## src/psarw_pkg.sv

```systemverilog
`default_nettype none
package psarw_pkg;

  typedef enum logic [3:0] {
    S_IDLE,
    S_SCAN,
    S_SCAN_END,
    S_DECIDE,
    S_RANK,
    S_RANK_END,
    S_CMP,
    S_CLASSIFY,
    S_SWEEP,
    S_SWEEP_END,
    S_BIT_RD,
    S_BIT_CHK,
    S_RESP
  } state_t;

  typedef enum logic [1:0] {
    ST_ACCEPT  = 2'd0,
    ST_REPLAY  = 2'd1,
    ST_CLEARED = 2'd2
  } status_t;

  typedef enum logic [1:0] {
    ACT_DONE,
    ACT_SWEEP,
    ACT_BIT
  } act_t;

  localparam logic [1:0] CFG_WINDOW_SIZE  = 2'd0;
  localparam logic [1:0] CFG_SENDER_LIMIT = 2'd1;
  localparam logic [1:0] CFG_RESTART_THR  = 2'd2;

  localparam logic [8:0]  WINDOW_SIZE_RST = 9'd64;
  localparam logic [4:0]  SENDER_LIMIT_RST = 5'd0;
  localparam logic [63:0] RESTART_THR_RST = 64'd2147483648;

  localparam int WORD_BITS = 64;

  typedef struct packed {
    logic load;
    logic clear;
    logic scan;
    logic decide;
    logic rank;
    logic cmp;
    logic classify;
    logic sweep;
    logic bit_rd;
    logic bit_chk;
  } cmd_t;

  typedef struct packed {
    act_t    act;
    status_t result;
  } sts_t;

endpackage
`default_nettype wire

```

## src/psarw_ctrl.sv

```systemverilog
`default_nettype none
module psarw_ctrl #(
  parameter int MAX_SLOTS = 16,
  parameter int WINDOW_WORDS = 4,
  localparam int SW = $clog2(MAX_SLOTS),
  localparam int WW = (WINDOW_WORDS > 1) ? $clog2(WINDOW_WORDS) : 1
) (
  input  wire logic             clk,
  input  wire logic             rst_n,
  input  wire logic             in_valid,
  input  wire logic             in_command,
  output logic                  in_ready,
  output logic                  out_valid,
  input  wire logic             out_ready,
  output logic [1:0]            out_status,
  output psarw_pkg::cmd_t       cmd,
  output logic [SW-1:0]         idx,
  output logic [WW-1:0]         wi,
  input  wire psarw_pkg::sts_t  sts
);
  import psarw_pkg::*;

  localparam logic [SW-1:0] IDX_LAST = SW'(MAX_SLOTS - 1);
  localparam logic [WW-1:0] WI_LAST = WW'(WINDOW_WORDS - 1);

  state_t          state_r, state_nxt;
  logic [SW-1:0]   idx_r, idx_nxt;
  logic [WW-1:0]   wi_r, wi_nxt;
  logic            out_valid_r, out_valid_nxt;
  status_t         out_status_r, out_status_nxt;

  always_ff @(posedge clk) begin
    if (!rst_n) begin
      state_r     <= S_IDLE;
      out_valid_r <= 1'b0;
    end else begin
      state_r     <= state_nxt;
      out_valid_r <= out_valid_nxt;
    end
    idx_r        <= idx_nxt;
    wi_r         <= wi_nxt;
    out_status_r <= out_status_nxt;
  end

  always_comb begin
    state_nxt      = state_r;
    idx_nxt        = idx_r;
    wi_nxt         = wi_r;
    out_valid_nxt  = out_valid_r;
    out_status_nxt = out_status_r;
    cmd            = '0;
    in_ready       = 1'b0;
    if (out_ready) begin
      out_valid_nxt = 1'b0;
    end
    unique case (state_r)
      S_IDLE: begin
        in_ready = 1'b1;
        if (in_valid) begin
          cmd.load = 1'b1;
          if (in_command) begin
            cmd.clear = 1'b1;
            state_nxt = S_RESP;
          end else begin
            idx_nxt   = '0;
            state_nxt = S_SCAN;
          end
        end
      end
      S_SCAN: begin
        cmd.scan = 1'b1;
        if (idx_r == IDX_LAST) begin
          state_nxt = S_SCAN_END;
        end else begin
          idx_nxt = idx_r + SW'(1);
        end
      end
      S_SCAN_END: state_nxt = S_DECIDE;
      S_DECIDE: begin
        cmd.decide = 1'b1;
        idx_nxt    = '0;
        state_nxt  = S_RANK;
      end
      S_RANK: begin
        cmd.rank = 1'b1;
        if (idx_r == IDX_LAST) begin
          state_nxt = S_RANK_END;
        end else begin
          idx_nxt = idx_r + SW'(1);
        end
      end
      S_RANK_END: state_nxt = S_CMP;
      S_CMP: begin
        cmd.cmp   = 1'b1;
        state_nxt = S_CLASSIFY;
      end
      S_CLASSIFY: begin
        cmd.classify = 1'b1;
        unique case (sts.act)
          ACT_SWEEP: begin
            wi_nxt    = WI_LAST;
            state_nxt = S_SWEEP;
          end
          ACT_BIT: state_nxt = S_BIT_RD;
          default: state_nxt = S_RESP;
        endcase
      end
      S_SWEEP: begin
        cmd.sweep = 1'b1;
        if (wi_r == '0) begin
          state_nxt = S_SWEEP_END;
        end else begin
          wi_nxt = wi_r - WW'(1);
        end
      end
      S_SWEEP_END: state_nxt = S_RESP;
      S_BIT_RD: begin
        cmd.bit_rd = 1'b1;
        state_nxt  = S_BIT_CHK;
      end
      S_BIT_CHK: begin
        cmd.bit_chk = 1'b1;
        state_nxt   = S_RESP;
      end
      S_RESP: begin
        if (!out_valid_r || out_ready) begin
          out_valid_nxt  = 1'b1;
          out_status_nxt = sts.result;
          state_nxt      = S_IDLE;
        end
      end
      default: state_nxt = S_IDLE;
    endcase
  end

  assign idx        = idx_r;
  assign wi         = wi_r;
  assign out_valid  = out_valid_r;
  assign out_status = out_status_r;

endmodule
`default_nettype wire

```

## config.mk

```make
export PLATFORM = sky130hd
export DESIGN_NAME = psarw_ctrl
export DESIGN_NICKNAME = d
export VERILOG_FILES = /design/src/psarw_pkg.sv /design/src/psarw_ctrl.sv
export SDC_FILE = /design/constraint.sdc
export NUM_CORES = 1
export LEC_CHECK = 0
export BUFFER_PORTS_ARGS = -buffer_cell sky130_fd_sc_hd__buf_2
export CAP_MARGIN = 25
export CORE_MARGIN = 10
export CORE_UTILIZATION = 52
export CTS_BUF_LIST = sky130_fd_sc_hd__clkbuf_4
export DETAILED_ROUTE_END_ITERATION = 7
export PLACE_DENSITY = 0.89
export SLEW_MARGIN = 20
export SYNTH_ARGS = -nofsm -noshare
export SYNTH_HDL_FRONTEND = slang
export SYNTH_SLANG_ARGS = --single-unit
```

## constraint.sdc

```tcl
create_clock -name clk -period 2.14 [get_ports clk]
set_clock_uncertainty 0.15 [all_clocks]
set_input_delay 0.214 -clock clk [delete_from_list [all_inputs] [get_ports clk]]
set_output_delay 0.214 -clock clk [all_outputs]
set_load 0.01 [all_outputs]
```

==> summary.txt, run 1 <==
Worst setup path
  – CP Launch Type: flip-flop
  – Crit path DAT: 1660 ps
  – R2r startpoint: idx[0]$_SDFFCE_PN0P_
  – Type of the worst setup path: flip-flop to output port
  – Cells on worst reg2reg path: 4
  – Critical Path Sink Type: output port
  – Capturing point of the worst reg2reg path: idx[0]$_SDFFCE_PN0P_
  – CP max FO: 12
  – Worst EP required: 1780 ps
  – Reg2Reg Setup Slack: 120 ps

Power and ir drop
  – Clock power share: 12.6%
  – Leak Pwr: 0.5070 nW
  – PD cells: 1189 nW/um2
  – Internal power: 0.7432 mW
  – Combinational fraction of design power: 50.7%
  – Flop pwr share: 36.7%
  – Peak supply drop: 0.0007385 V
  – Psw: 0.5819 mW
  – Sw Share: 43.91%
  – Total power: 1.325 mW

Routing
  – Vias/cell: 5.709
  – Post-route DRC: 0
  – DR vias: 845
  – Pre-antenna DRT Iters: 4
  – Final ANT Viol Nets: 0
  – Detailed Route WL: 2400 um
  – Routed len/inst: 16.22 um
  – DRC violation total after the first TritonRoute iteration: 44

STA
  – Final setup fails: 0
  – Final Hold Fails: 0
  – Max Clk Rate: 495.3 MHz
  – Minimum clock period: 2019 ps
  – Tcrit/Tclk final: 94.35%
  – Setup TNS: 0 ps
  – Slew @ Worst Pin: 495.8 ps
  – Unrepaired setup endpoints after global routing: false
  – Slew HR: 66.47%
  – Final Slew Violations: 0
  – Worst Hold Slack: 56.55 ps

Placement
  – Post-place instance area: 1060 um2
  – PortBufs: 28
  – HPWL after detailed placement: 1767 um
  – Placer Congestion: 0.8711

Floorplanning
  – Initial Util: 53.85%
  – Die Y: 61.83 um
  – Core Box Area: 1689 um2
  – Die width: 61.83 um
  – I/O pin count: 29
  – Die area: 3822 um2
  – Rows: 15

Clocking
  – CTS Root Cell: clkbuf_4
  – Maximum clock path buffer count: 2
  – Post-CTS Setup Bufs: 0
  – Clock-pin slew on the worst setup and hold paths: 80 ps
  – TritonCTS clock tree: built
  – CTS Sinks: 13
  – H-tree levels: 1
  – TritonCTS buffer count: 3
  – Worst-Skew Late Latency: 280 ps

Logic synthesis
  – Synth async-reset ratio: 0%
  – Cell count after synthesis: 100
  – Yosys reg bits: 13
  – Syn Area/Cell: 9.096 um2
  – Syn Nets: 113
  – Top post-synthesis cells by area: edfxtp_1 26%, dfxtp_1 11%, ha_1 5.5%
  – Yosys warnings: 0
  – Most common cell in the synthesized netlist: nor2_1
  – Post-synth cell types: 41
  – Seq/Total Area, Yosys: 37.41%
  – Number of synthesized flops with an enable pin: 8
  – Biggest area consumer among synthesized cells: edfxtp_1
  – Synth Cell Area: 909.6 um2
  – Main synth FF type: edfxtp_1
  – Post-synth top area share: 26.41%
  – Synth top cells by count: 12 x nor2_1, 9 x inv_1, 8 x edfxtp_1

Cells and area
  – FILL cells: 144
  – Layout cells sized above 1: 35.11%
  – FF/Latch Area: 341.6 um2
  – Area grow syn2layout: 22.56%
  – Util after Layout: 66.00%
  – Post-route cell area: 1115 um2
  – Nets@finish: 145
  – N_diodes: 0
  – Multi-input logic area: 505.5 um2

GRT
  – First-pass GRT wire length: 3705 um
  – Vias in the first global route: 801
  – Total grt overflow: 0
  – Pin count of the biggest net entering global routing: 17
  – GR Util All Layers: 12.95%
  – Initial antenna violation count: 0

Min path
  – HP Start: rst_n
  – Hold Path Cell Cnt: 2
  – Hold endpoint: state_r[3]$_SDFFE_PN0P_
  – Hold Crit Class: primary input to flip-flop

Job
  – MaxCap Viol Count: 0

Run status
  – Status: finished, final reports clean
## cell families (layout without fill, tap and decap cells)
logic type	count (synthesis)	after routing	synth area share [%]
mux	1	1	1.238
xor+xnor	2	2	1.926
compound gates	20	20	19.39
simple gates	44	44	27.10
buf+inv	16	47	7.427
fa+ha+maj	4	4	5.502
flops	13	13	37.41
## worst max path at each step
stage / end / start / slack [ps]
after detailed placement: idx[2]$_SDFFCE_PN0P_ / idx[0]$_SDFFCE_PN0P_ / 70
after global routing: cmd[8] / state_r[1]$_SDFFE_PN0P_ / 20
after CTS: idx[3]$_SDFFCE_PN0P_ / idx[0]$_SDFFCE_PN0P_ / 50
final: cmd[8] / state_r[1]$_SDFFE_PN0P_ / 120
after global placement: idx[2]$_SDFFCE_PN0P_ / idx[0]$_SDFFCE_PN0P_ / 150
after floorplan: idx[0]$_SDFFCE_PN0P_ / idx[0]$_SDFFCE_PN0P_ / 160
## sequential cells by signal, summed over array words and instances (netlist names)
name / flops
idx: 4
out_status: 2
out_valid: 1
state_r: 4
wi: 2
## through the flow
step,setup WS (ps),cells
final,120.8,148
after global routing,15.35,148
after CTS,51.18,148
after detailed placement,68.20,142
after global placement,148.9,142
after floorplan,159.7,100
## power by group through the flow
stage	Sequential [mW]	Combinational [mW]	Clock, mW
detailed placement	0.477	0.661	0
global route	0.498	0.744	0.181
floorplan	0.448	0.492	0
global placement	0.470	0.632	0
finish	0.486	0.672	0.167
CTS	0.476	0.667	0.174
## layer usage
metal	GRT usage (%)	vias to the layer above	part of all wire, %
li1	-	415	-
met1	14.98	394	41
met2	21.82	32	50
met3	1.626	4	6.9
met4	8.599	0	1.4
met5	0	-	0
## cell type report
| type | count | share of cell area (%) |
|---|---|---|
| Timing Repair Buffer | 32 | 15.71 |
| Tap cell | 17 | 1.908 |
| Clock buffer | 4 | 2.694 |
| Multi-Input combinational cell | 71 | 45.34 |
| Sequential cell | 13 | 30.64 |
| Inverter | 11 | 3.704 |
## critical path, cell delays in order (launching register included)
cell     delay [ps]
dfxtp_1         450
or2_1           410
nor3_2          220
and3_1          180
buf_2           130
## cells in the final DEF, fill, tap and decap left out, types with 3 or more instances in the layout
cell type  instances
a21oi_1            3
buf_2             28
clkbuf_4           4
dfxtp_1            4
edfxtp_1           8
ha_1               4
inv_1              9
nand2_1            7
nand2b_1           4
nand3_1            3
nor2_1            12
nor2b_1            3
nor3_1             3
o21ai_0            3
## what timing repair did
item,in CTS,in global routing
setup endpoints to repair,0,5
hold buffers,2,0
gates resized for setup,0,2
hold endpoints to repair,2,0
Note: power is estimated with default switching activity, not from simulation.
==> inputs of run 2 (changes only) <==
--- a/config.mk
+++ b/config.mk
@@ -5,13 +5,13 @@
 export SDC_FILE = /design/constraint.sdc
 export NUM_CORES = 1
 export LEC_CHECK = 0
-export BUFFER_PORTS_ARGS = -buffer_cell sky130_fd_sc_hd__buf_2
 export CAP_MARGIN = 25
 export CORE_MARGIN = 10
-export CORE_UTILIZATION = 52
+export CORE_UTILIZATION = 60
 export CTS_BUF_LIST = sky130_fd_sc_hd__clkbuf_4
 export DETAILED_ROUTE_END_ITERATION = 7
-export PLACE_DENSITY = 0.89
+export DONT_BUFFER_PORTS = 1
+export PLACE_DENSITY = 0.84
 export SLEW_MARGIN = 20
 export SYNTH_ARGS = -nofsm -noshare
 export SYNTH_HDL_FRONTEND = slang
==> run 2 against run 1 <==
  * Die area is 9.1% lower
  * Flip-flop and latch count stayed put
  * Via count is 9.3% lower
  * Final cell count is 16% lower
  * First-iteration DRC count is 55% lower
  * Core utilization is 8.7 points higher
  * Non-clock buffer count is 22 lower
  * Critical path depth stayed put
  * Routed wire length is 11% lower
  * Worst hold slack better by 12 ps
  * Combinational power is 3% lower
  * Clock power hardly changed
  * Highest routed layer unchanged
==> summary.txt, run 2 (synthesis results as in run 1) <==
Clocking
  – TritonCTS clock tree: built
  – Maximum clock path buffer count: 2
  – TritonCTS buffer count: 3
  – Clock-pin slew on the worst setup and hold paths: 80 ps
  – Post-CTS Setup Bufs: 0
  – H-tree levels: 1
  – Worst-Skew Late Latency: 280 ps
  – CTS Root Cell: clkbuf_4
  – CTS Sinks: 13

Cells and area
  – Nets@finish: 123
  – N_diodes: 0
  – Post-route cell area: 1021 um2
  – Most common cell after layout, fill and taps aside: nor2_1
  – Layout cells sized above 1: 19.27%
  – Leading cell types in the layout, fill and taps excluded: 12 x nor2_1, 9 x inv_1, 8 x edfxtp_1
  – Area grow syn2layout: 12.24%

Worst setup path
  – Critical Path Slowest Stage Cell: edfxtp_1
  – Critical Path Max Stage Delay: 420 ps
  – Crit path DAT: 1860 ps
  – Type of the worst setup path: flip-flop to flip-flop
  – Worst EP required: 1930 ps
  – CP cell instances: ha_1, and3_1, a311o_1, a21oi_1
  – Critical Path Sink Type: flip-flop
  – CP max FO: 4
  – Cells on worst reg2reg path: 4
  – CP Launch Type: flip-flop

Power and ir drop
  – PD cells: 1264 nW/um2
  – Leak Pwr: 0.4122 nW
  – Peak supply drop: 0.0006418 V

Floorplanning
  – Rows: 13
  – Die width: 58.94 um
  – I/O pin count: 29
  – Die Y: 58.94 um
  – Die area: 3473 um2
  – Initial Util: 66.58%
  – Core Box Area: 1366 um2

Routing
  – Pre-antenna DRT Iters: 4
  – Vias/cell: 6.177
  – Final ANT Viol Nets: 0
  – Routed len/inst: 17.19 um
  – Detailed Route WL: 2132 um
  – DRC violation total after the first TritonRoute iteration: 20
  – DR vias: 766
  – Post-route DRC: 0

Run status
  – Status: finished, final reports clean

GRT
  – Vias in the first global route: 726
  – First-pass GRT wire length: 3367 um
  – Initial antenna violation count: 0
  – GR Util All Layers: 12.50%
  – Pin count of the biggest net entering global routing: 17
  – Total grt overflow: 0

STA
  – Final Slew Violations: 0
  – Unrepaired setup endpoints after global routing: false
  – Minimum clock period: 2067 ps
  – Slew @ Worst Pin: 589.4 ps
  – Setup TNS: 0 ps
  – Worst Hold Slack: 68.22 ps
  – Max Clk Rate: 483.8 MHz
  – Final Hold Fails: 0
  – Tcrit/Tclk final: 96.58%
  – Slew HR: 60.65%
  – Final setup fails: 0

Placement
  – Placer Congestion: 0.8740
  – HPWL after detailed placement: 1642 um
  – Post-place instance area: 954.7 um2
  – PortBufs: 0

Job
  – MaxCap Viol Count: 0

Min path
  – Hold Path Cell Cnt: 3
  – Hold Crit Class: primary input to flip-flop
## run 2: per-stage QoR
stage | util [%] | power, mW | std cells | setup WS, ps
final | 74.73 | 1.291 | 124 | 73.09
after global routing | 74.73 | 1.389 | 124 | 14.23
after CTS | 74.27 | 1.274 | 124 | 69.52
after detailed placement | 69.87 | 1.105 | 117 | 74.65
after global placement | 69.87 | 1.073 | 117 | 208.2
after floorplan | - | 0.9408 | 100 | 159.7
## run 2: final cells by class
type	count	area (um2)
Inverter	11	41.29
Clock buffer	4	30.03
Fill cell	106	345.3
Tap cell	15	18.77
Sequential cell	13	340.3
Multi-Input combinational cell	71	508.0
Timing Repair Buffer	10	82.58
## run 2: path summary, 6_finish.rpt
| kind | startpoint | to | slack (ps) |
|---|---|---|---|
| hold reg to reg | wi[0]$_SDFFCE_PN1P_ | wi[0]$_SDFFCE_PN1P_ | 510 |
| setup / recovery | idx[0]$_SDFFCE_PN0P_ | idx[0]$_SDFFCE_PN0P_ | 70 |
| setup reg to reg | idx[0]$_SDFFCE_PN0P_ | idx[0]$_SDFFCE_PN0P_ | 70 |
| hold / removal | rst_n | state_r[3]$_SDFFE_PN0P_ | 70 |
## run 2: worst max-delay path: cells and delay by family, from the launching register on
kind	cells	cell delay, ps
AO/OA/AOI/OAI	2	710
flip-flops	1	420
adder cells (fa/ha/maj)	1	240
AND/OR/NAND/NOR	1	210
## run 2: what timing repair did
action	in CTS	in global routing
resized for setup	0	1
endpoints found under the setup margin	0	1
hold endpoints to repair	7	0
hold buffers	3	0
## run 2: layer usage
| metal | vias to the layer above | routed length, um | GRT usage (%) |
|---|---|---|---|
| met3 | 4 | 232 | 5.150 |
| li1 | 373 | - | - |
| met5 | - | 0 | 0 |
| met4 | 0 | 41 | 6.230 |
| met1 | 349 | 858 | 14.30 |
| met2 | 40 | 999 | 19.52 |
## run 2: report_power, final
group	switching, mW	total (mW)	internal, mW	leakage [nW]
combinational	0.375	0.655	0.279	0.280
sequential	0.105	0.467	0.362	0.114
clock	0.0841	0.169	0.0850	0.0184
